[config.mk]
export PLATFORM = sky130hd
export DESIGN_NAME = anagram_group_classifier
export DESIGN_NICKNAME = d
export VERILOG_FILES = /design/src/hdl/agc_pkg.sv /design/src/hdl/agc_front.sv /design/src/hdl/agc_job_fifo.sv /design/src/hdl/agc_back.sv /design/src/hdl/anagram_group_classifier.sv
export VERILOG_INCLUDE_DIRS = /design/src /design/src/hdl
export SDC_FILE = /design/constraint.sdc
export NUM_CORES = 2
export LEC_CHECK = 0
export ABC_AREA = 0
export BUFFER_PORTS_ARGS = -buffer_cell sky130_fd_sc_hd__buf_2
export CORE_ASPECT_RATIO = 0.5
export CORE_MARGIN = 8
export CORE_UTILIZATION = 40
export DETAILED_ROUTE_END_ITERATION = 12
export SLEW_MARGIN = 20
export SYNTH_ARGS = -nofsm -noshare
export SYNTH_HDL_FRONTEND = slang
export SYNTH_MEMORY_MAX_BITS = 65536
export SYNTH_SLANG_ARGS = --single-unit
export TNS_END_PERCENT = 5
[constraint.sdc]
create_clock -name clk_i -period 18.55 [get_ports clk_i]
set_clock_uncertainty 0.1 [all_clocks]
set_input_delay 4.6375 -clock clk_i [delete_from_list [all_inputs] [get_ports clk_i]]
set_output_delay 4.6375 -clock clk_i [all_outputs]
set_load 0.05 [all_outputs]
[src/hdl/anagram_group_classifier_assert.svh]
// ----------------------------------------------------------------------------
// Anagram group classifier assertion macros
// Shared concurrent assertion forms, sampled on clk_i and idle in reset.
// ----------------------------------------------------------------------------
`ifndef ANAGRAM_GROUP_CLASSIFIER_ASSERT_SVH
`define ANAGRAM_GROUP_CLASSIFIER_ASSERT_SVH

// The consequent must hold in the same cycle as the antecedent.
`define AGC_ASSERT_NOW(label, ante, cons) \
  label: assert property (@(posedge clk_i) disable iff (!rst_ni) (ante) |-> (cons)) \
    else $error("Assertion failed.");

// The consequent must hold in the cycle after the antecedent.
`define AGC_ASSERT_NEXT(label, ante, cons) \
  label: assert property (@(posedge clk_i) disable iff (!rst_ni) (ante) |=> (cons)) \
    else $error("Assertion failed.");

`endif

[src/hdl/agc_pkg.sv]
// ----------------------------------------------------------------------------
// Anagram group classifier package
// Shared types, constants and the letter decode function.
// ----------------------------------------------------------------------------
package agc_pkg;

  localparam int unsigned NumBins = 26;
  localparam int unsigned BinW    = 5;
  localparam logic [BinW-1:0] BinMax = 5'd31;
  localparam logic [7:0] UpperA   = 8'h41;
  localparam logic [7:0] LowerA   = 8'h61;

  typedef logic [BinW-1:0] bin_t;
  typedef bin_t [NumBins-1:0] hist_t;

  typedef struct packed {
    logic [7:0] char_code;
    logic       word_end;
    logic       clear_set;
  } req_t;

  typedef struct packed {
    logic [5:0] group_id;
    logic       new_group;
    logic [4:0] word_number;
    logic       table_full;
  } result_t;

  typedef struct packed {
    hist_t hist;
    logic  clr;
  } job_t;

  typedef struct packed {
    logic       hit;
    logic [4:0] idx;
  } letter_t;

  typedef enum logic [1:0] {
    BackIdle,
    BackSearch,
    BackFinish
  } back_state_e;

  function automatic letter_t letter_bin(logic [7:0] c);
    letter_t    res;
    logic [7:0] du;
    logic [7:0] dl;
    du = c - UpperA;
    dl = c - LowerA;
    res.hit = 1'b0;
    res.idx = '0;
    if (c >= UpperA && du < 8'(NumBins)) begin
      res.hit = 1'b1;
      res.idx = du[4:0];
    end else if (c >= LowerA && dl < 8'(NumBins)) begin
      res.hit = 1'b1;
      res.idx = dl[4:0];
    end
    return res;
  endfunction

endpackage

[src/hdl/agc_front.sv]
// ----------------------------------------------------------------------------
// Anagram group classifier front end
// Accepts characters, builds the letter histogram and hands finished words on.
// ----------------------------------------------------------------------------
`include "anagram_group_classifier_assert.svh"

module agc_front import agc_pkg::*; #(
  parameter int unsigned MaxWordLen = 31
) (
  input  logic  clk_i,
  input  logic  rst_ni,
  input  req_t  req_i,
  input  logic  push,
  output logic  full,
  input  logic  job_full_i,
  output logic  job_push_o,
  output job_t  job_o
);

  localparam int unsigned CntW = $clog2(MaxWordLen + 1);

  hist_t           hist_q, hist_d, hist_upd;
  logic [CntW-1:0] cnt_q, cnt_d;
  logic            clr_q, clr_d;
  logic            accept;
  letter_t         lb;

  assign full   = job_full_i;
  assign accept = push && !job_full_i;
  assign lb     = letter_bin(req_i.char_code);

  always_comb begin
    hist_upd = hist_q;
    if (cnt_q < CntW'(MaxWordLen)) begin
      for (int i = 0; i < NumBins; i++) begin
        if (lb.hit && lb.idx == 5'(i) && hist_q[i] != BinMax) begin
          hist_upd[i] = hist_q[i] + 1'b1;
        end
      end
    end
  end

  always_comb begin
    hist_d     = hist_q;
    cnt_d      = cnt_q;
    clr_d      = clr_q;
    job_push_o = 1'b0;
    job_o.hist = hist_upd;
    job_o.clr  = clr_q || req_i.clear_set;
    if (accept) begin
      if (req_i.word_end) begin
        job_push_o = 1'b1;
        hist_d     = '0;
        cnt_d      = '0;
        clr_d      = 1'b0;
      end else begin
        hist_d = hist_upd;
        clr_d  = clr_q || req_i.clear_set;
        if (cnt_q < CntW'(MaxWordLen)) begin
          cnt_d = cnt_q + 1'b1;
        end
      end
    end
  end

  always_ff @(posedge clk_i or negedge rst_ni) begin
    if (!rst_ni) begin
      hist_q <= '0;
      cnt_q  <= '0;
      clr_q  <= 1'b0;
    end else begin
      hist_q <= hist_d;
      cnt_q  <= cnt_d;
      clr_q  <= clr_d;
    end
  end

  `AGC_ASSERT_NEXT(a_word_restarts, accept && req_i.word_end, hist_q == '0 && cnt_q == '0 && !clr_q)
  `AGC_ASSERT_NOW(a_count_bound, 1'b1, cnt_q <= CntW'(MaxWordLen))

endmodule

[src/hdl/agc_job_fifo.sv]
// ----------------------------------------------------------------------------
// Anagram group classifier word queue
// Two-entry queue of finished word histograms between front and back end.
// ----------------------------------------------------------------------------
module agc_job_fifo import agc_pkg::*; (
  input  logic clk_i,
  input  logic rst_ni,
  input  logic push_i,
  input  job_t wdata_i,
  output logic full_o,
  input  logic pop_i,
  output job_t rdata_o,
  output logic empty_o
);

  job_t       mem_q [2];
  logic       wr_ptr_q, rd_ptr_q;
  logic [1:0] cnt_q;
  logic       do_push, do_pop;

  assign full_o  = cnt_q == 2'd2;
  assign empty_o = cnt_q == 2'd0;
  assign do_push = push_i && !full_o;
  assign do_pop  = pop_i && !empty_o;
  assign rdata_o = mem_q[rd_ptr_q];

  always_ff @(posedge clk_i) begin
    if (do_push) begin
      mem_q[wr_ptr_q] <= wdata_i;
    end
  end

  always_ff @(posedge clk_i or negedge rst_ni) begin
    if (!rst_ni) begin
      wr_ptr_q <= 1'b0;
      rd_ptr_q <= 1'b0;
      cnt_q    <= '0;
    end else begin
      if (do_push) begin
        wr_ptr_q <= !wr_ptr_q;
      end
      if (do_pop) begin
        rd_ptr_q <= !rd_ptr_q;
      end
      if (do_push && !do_pop) begin
        cnt_q <= cnt_q + 1'b1;
      end else if (do_pop && !do_push) begin
        cnt_q <= cnt_q - 1'b1;
      end
    end
  end

endmodule

[src/hdl/agc_back.sv]
// ----------------------------------------------------------------------------
// Anagram group classifier back end
// Searches the stored histograms, issues group numbers and stores each word while the table has room.
// ----------------------------------------------------------------------------
`include "anagram_group_classifier_assert.svh"

module agc_back import agc_pkg::*; #(
  parameter int unsigned MaxWords = 32
) (
  input  logic    clk_i,
  input  logic    rst_ni,
  input  job_t    job_i,
  input  logic    job_empty_i,
  output logic    job_pop_o,
  output result_t result_o,
  output logic    empty,
  input  logic    pop
);

  localparam int unsigned IdxW = (MaxWords > 1) ? $clog2(MaxWords) : 1;
  localparam int unsigned CntW = $clog2(MaxWords + 1);

  typedef struct packed {
    logic [CntW-1:0] grp;
    hist_t           hist;
  } row_t;

  row_t            mem_q [MaxWords];
  row_t            rdata_q, wr_row;
  back_state_e     state_q, state_d;
  hist_t           hist_q, hist_d;
  logic [CntW-1:0] words_q, words_d, groups_q, groups_d, rd_k_q, rd_k_d;
  logic [CntW-1:0] gid_q, gid_d;
  logic            found_q, found_d, cmp_vld_q;
  logic            rd_en, mem_we, match, search_done, finish_fire, tbl_full;
  result_t         out_q, out_d;
  logic            out_vld_q, out_vld_d;

  assign match       = cmp_vld_q && rdata_q.hist == hist_q;
  assign search_done = match || rd_k_q >= words_q;
  assign tbl_full    = words_q >= CntW'(MaxWords);
  assign finish_fire = state_q == BackFinish && (!out_vld_q || pop);
  assign rd_en       = state_q == BackSearch && !match && rd_k_q < words_q;
  assign job_pop_o   = state_q == BackIdle && !job_empty_i;
  assign empty       = !out_vld_q;
  assign result_o    = out_q;

  always_comb begin
    state_d = state_q;
    case (state_q)
      BackIdle: begin
        if (!job_empty_i) begin
          state_d = BackSearch;
        end
      end
      BackSearch: begin
        if (search_done) begin
          state_d = BackFinish;
        end
      end
      BackFinish: begin
        if (!out_vld_q || pop) begin
          state_d = BackIdle;
        end
      end
      default: state_d = BackIdle;
    endcase
  end

  always_comb begin
    hist_d    = hist_q;
    words_d   = words_q;
    groups_d  = groups_q;
    rd_k_d    = rd_k_q;
    gid_d     = gid_q;
    found_d   = found_q;
    mem_we    = 1'b0;
    wr_row    = '{grp: gid_q, hist: hist_q};
    out_d     = out_q;
    out_vld_d = out_vld_q && !pop;
    if (job_pop_o) begin
      hist_d = job_i.hist;
      rd_k_d = '0;
      if (job_i.clr) begin
        words_d  = '0;
        groups_d = '0;
      end
    end
    if (rd_en) begin
      rd_k_d = rd_k_q + 1'b1;
    end
    if (state_q == BackSearch && search_done) begin
      found_d = match;
      gid_d   = rdata_q.grp;
    end
    if (finish_fire) begin
      out_vld_d       = 1'b1;
      out_d.new_group = 1'b0;
      out_d.table_full = tbl_full;
      out_d.word_number = '0;
      out_d.group_id  = found_q ? 6'(gid_q) : '0;
      if (!tbl_full) begin
        if (!found_q) begin
          groups_d        = groups_q + 1'b1;
          wr_row.grp      = groups_q + 1'b1;
          out_d.group_id  = 6'(groups_q + 1'b1);
          out_d.new_group = 1'b1;
        end
        out_d.word_number = 5'(words_q);
        mem_we            = 1'b1;
        words_d           = words_q + 1'b1;
      end
    end
  end

  always_ff @(posedge clk_i) begin
    if (mem_we) begin
      mem_q[words_q[IdxW-1:0]] <= wr_row;
    end
    if (rd_en) begin
      rdata_q <= mem_q[rd_k_q[IdxW-1:0]];
    end
  end

  always_ff @(posedge clk_i) begin
    hist_q <= hist_d;
    gid_q  <= gid_d;
    out_q  <= out_d;
  end

  always_ff @(posedge clk_i or negedge rst_ni) begin
    if (!rst_ni) begin
      state_q   <= BackIdle;
      words_q   <= '0;
      groups_q  <= '0;
      rd_k_q    <= '0;
      found_q   <= 1'b0;
      cmp_vld_q <= 1'b0;
      out_vld_q <= 1'b0;
    end else begin
      state_q   <= state_d;
      words_q   <= words_d;
      groups_q  <= groups_d;
      rd_k_q    <= rd_k_d;
      found_q   <= found_d;
      cmp_vld_q <= rd_en;
      out_vld_q <= out_vld_d;
    end
  end

  `AGC_ASSERT_NOW(a_words_bound, 1'b1, words_q <= CntW'(MaxWords) && groups_q <= words_q)
  `AGC_ASSERT_NOW(a_new_not_full, out_vld_q && out_q.new_group, !out_q.table_full)
  `AGC_ASSERT_NOW(a_compare_in_search, cmp_vld_q, state_q == BackSearch)
  `AGC_ASSERT_NEXT(a_store_advances, finish_fire && !tbl_full, words_q == CntW'($past(words_q) + 1'b1))

endmodule

[src/hdl/anagram_group_classifier.sv]
// ----------------------------------------------------------------------------
// Anagram group classifier
// Groups words by letter histogram and reports one result per word.
// ----------------------------------------------------------------------------
// Characters are taken one per cycle while full is low and case-folded into a
// 26-bin saturating histogram. A word end queues the histogram for the back end,
// which reads one stored word per cycle from a single-port table until it finds
// a match or runs out of stored words. A two-word queue lets characters keep
// flowing meanwhile; full rises only when that queue is full. Results wait in
// one output register and are taken with pop.
module anagram_group_classifier import agc_pkg::*; #(
  parameter int unsigned MAX_WORDS    = 32,
  parameter int unsigned MAX_WORD_LEN = 31
) (
  input  logic    clk_i,
  input  logic    rst_ni,
  input  req_t    req_i,
  input  logic    push,
  output logic    full,
  output result_t result_o,
  output logic    empty,
  input  logic    pop
);

  job_t front_job, back_job;
  logic job_push, job_full, job_pop, job_empty;

  agc_front #(
    .MaxWordLen(MAX_WORD_LEN)
  ) u_front (
    .clk_i      (clk_i),
    .rst_ni     (rst_ni),
    .req_i      (req_i),
    .push       (push),
    .full       (full),
    .job_full_i (job_full),
    .job_push_o (job_push),
    .job_o      (front_job)
  );

  agc_job_fifo u_fifo (
    .clk_i   (clk_i),
    .rst_ni  (rst_ni),
    .push_i  (job_push),
    .wdata_i (front_job),
    .full_o  (job_full),
    .pop_i   (job_pop),
    .rdata_o (back_job),
    .empty_o (job_empty)
  );

  agc_back #(
    .MaxWords(MAX_WORDS)
  ) u_back (
    .clk_i       (clk_i),
    .rst_ni      (rst_ni),
    .job_i       (back_job),
    .job_empty_i (job_empty),
    .job_pop_o   (job_pop),
    .result_o    (result_o),
    .empty       (empty),
    .pop         (pop)
  );

endmodule

==> run_results.csv <==
group,metric,value,unit
global_route,antenna_found_initial,43,
drt,initialDrtViolationCount,11700,
cts,cts_buffers,466,
global_route,grt_max_degree,183,
critical_path,crit_fanout,41,
finish,drive_above_1_share,29.9,%
placement,dp_hpwl,262000,um
logic_synthesis,synth_cell_type_count,81,
global_route,grt_first_pass_wirelength,685000,um
die,die_w,1010,um
cts,ctsResizeCount,0,
power,total_leakage_power,67.9,nW
outcome,status,"complete, no violations",
drt,via_per_inst,5.75,
logic_synthesis,seq_area_frac_synth,77.2,%
critical_path,endpoint_kind,"register",
sta,setup_viol,0,
logic_synthesis,synth_top_area_cell,"edfxtp_1",
cts,worstSkewPairLatency,980,ps
sta,post-route-min-period,9340,ps
placement,finalWeightedCongestion,0.780,
logic_synthesis,synth-async-reset-ratio,3.22,%
critical_path,cp_slowest_cell,"buf_4",
critical_path,max_stage_delay,800,ps
logic_synthesis,synthTopCellsByArea,"edfxtp_1 75%, mux4_2 16%, dfrtp_1 2.1%",
placement,place_ws,8170,ps
sta,slew_violations,0,
logic_synthesis,ys_ff_latch,5062,
drt,routed-via-count,90800,
placement,numPortBuffers,28,
power,power_per_cell_area,139,nW/um2
cts,cts_hold_buf,0,
critical_path,cp.arrival,9830,ps
cts,tritoncts,"done",
die,die_area,514000,um2
drt,drt_wl_total,483000,um
logic_synthesis,yosysMostFrequentCell,"edfxtp_1",
die,core_area,487000,um2
logic_synthesis,synth_cells,8505,
sta,tightest_slew,1280,ps
cts,htree_num_levels,5,
drt,ant_nets,0,
critical_path,path_class,"in -> reg",
critical_path,worstPathRequired,19040,ps
sta,fin_crit_sh,50.3,%
min_path,hold_class,"reg -> reg",
cts,clock_sinks,5062,
power,peakVddDrop,0.0964,mV
global_route,grt.total_usage,18.3,%
sta,rsz0062_at_grt,"false",
logic_synthesis,yosys_warnings,0,
critical_path,worstPathCellList,"buf_2, nand2b_1, nor2b_2, and2_1, nand2_1, nor2_4, buf_4, buf_4, buf_4, buf_4",
finish,final_util,45.3,%
global_route,overflow,0,
global_route,grt_pass1_vias,91100,
logic_synthesis,syn-mean-instance-area,23.0,um2
finish,final-instance-count-excl-fill,15800,
cts,cts_root_buf,"clkbuf_16",
sta,hold_viol,0,
logic_synthesis,syn_nets,8586,
cts,clk_path_buf_depth,4,
critical_path,ff2ff_setup_slack,11550,ps
sta,slew_headroom,14.0,%
drt,avgRoutedWirePerCell,30.5,um
logic_synthesis,synth_area,196000,um2
sta,finalSetupTns,0,ps
finish,area_growth,12.7,%
critical_path,cpMostUsedCell,"buf_4",
drt,drc,0,
sta,clock.fmax,107,MHz
logic_synthesis,ys.flop_type,"edfxtp_1",
cts,clk_pin_slew,60,ps
logic_synthesis,synth_common_cells,"4899 x edfxtp_1, 1360 x mux4_2, 288 x mux2_2, 266 x nand2_1, 257 x clkbuf_1",
finish,nets,8988,
die,ios,29,
logic_synthesis,synth_edf_count,4899,
placement,dpl.cell_count,14900,
die,die_h,511,um
drt,firstDrtPassIters,8,
die,start_util,40.2,%
cts,cts_setup_buffers,0,
sta,setup_slack,9210,ps
logic_synthesis,synth_top_area_share,75.1,%
run,maxCapViolCount,0,
die,rows,181,
critical_path,startpoint_type,"primary input",
## report_power, final
part	leakage (nW)	total, mW	internal, mW	switching (mW)
Combinational	14.1	5.89	2.16	3.73
Clock	7.36	9.60	5.36	4.24
Sequential	46.5	15.2	14.6	0.527
Total	67.9	30.7	22.2	8.50
## registers in the layout, summed over array words and instances, names as in the netlist, 2 cells and up
register,cells
u_fifo.cnt_q,2
u_back.rdata_q,136
u_back.result_o,13
u_back.mem_q,4352
u_front.hist_q,130
u_front.cnt_q,5
u_back.rd_k_q,6
u_back.gid_q,6
u_back.words_q,6
u_fifo.mem_q,262
u_back.groups_q,6
u_back.state_q,2
u_back.hist_q,130
## metal layers
layer / part of all wire, % / GRT usage (%)
met1: 44 / 27.3
met2: 46 / 28.3
met3: 7.6 / 3.01
met4: 2.3 / 4.07
met5: 0.0027 / 0
## worst paths after layout
path,startpoint,end,cells past startpoint
setup / recovery,pop,u_back.mem_q[3][63]$_DFFE_PP_,10
hold / removal,u_back.rdata_q[135]$_DFFE_PP_,u_back.gid_q[5]$_DFFE_PP_,0
setup reg to reg,u_back.rd_k_q[0]$_DFFE_PN0P_,u_back.rdata_q[21]$_DFFE_PP_,8
hold reg to reg,u_back.rdata_q[135]$_DFFE_PP_,u_back.gid_q[5]$_DFFE_PP_,0
max in group asynchronous,rst_ni,u_front.hist_q[106]$_DFFE_PN0P_,3
min in group asynchronous,rst_ni,u_back.out_vld_q$_DFF_PN0_,1
## stage by stage
step	hold WS, ps	cell area (um2)	power [mW]
4_1_cts	327	220000	30.8
2_1_floorplan	300	196000	18.9
5_1_grt	329	221000	31.7
3_5_place_dp	309	205000	21.3
3_3_place_gp	301	205000	21.2
6_report	326	221000	30.7
## cells in the final DEF (no fill, tap or decap), types with 92 or more instances in the layout
cell / Yosys / final
nand2_1: 266 / 264
clkinv_1: 1 / 112
buf_4: 2 / 277
mux4_2: 1360 / 1360
clkbuf_1: 257 / 93
clkbuf_16: 0 / 471
xor2_1: 92 / 92
nor2_1: 129 / 96
dfrtp_1: 163 / 157
mux2_2: 288 / 288
edfxtp_1: 4899 / 4899
o21ai_0: 100 / 97
## cell type report
type / count / area [um2]
Fill cell: 40100 / 266000
Sequential cell: 5062 / 151000
Multi-Input combinational cell: 2980 / 43000
Clock buffer: 574 / 12300
Tap cell: 6496 / 8130
Timing Repair Buffer: 347 / 2960
Clock inverter: 287 / 2850
Inverter: 50 / 203
Antenna cell: 8 / 20.0
## cell families after synthesis
| logic type | after synthesis | synth area share, % |
|---|---|---|
| xor gates and xnor gates | 166 | 0.742 |
| muxes | 1694 | 17.5 |
| and+or+nand+nor | 741 | 2.05 |
| AOI/OAI and AO/OA | 312 | 1.02 |
| DFF | 5062 | 77.2 |
| buffers and inverters | 463 | 1.00 |
| adders and majority gates | 67 | 0.428 |
## critical path, delay by kind of cell
family	cells	cell delay [ps]
buf+inv	5	2750
simple gates	5	2260
No activity file was read; power rests on OpenSTA's default activity.
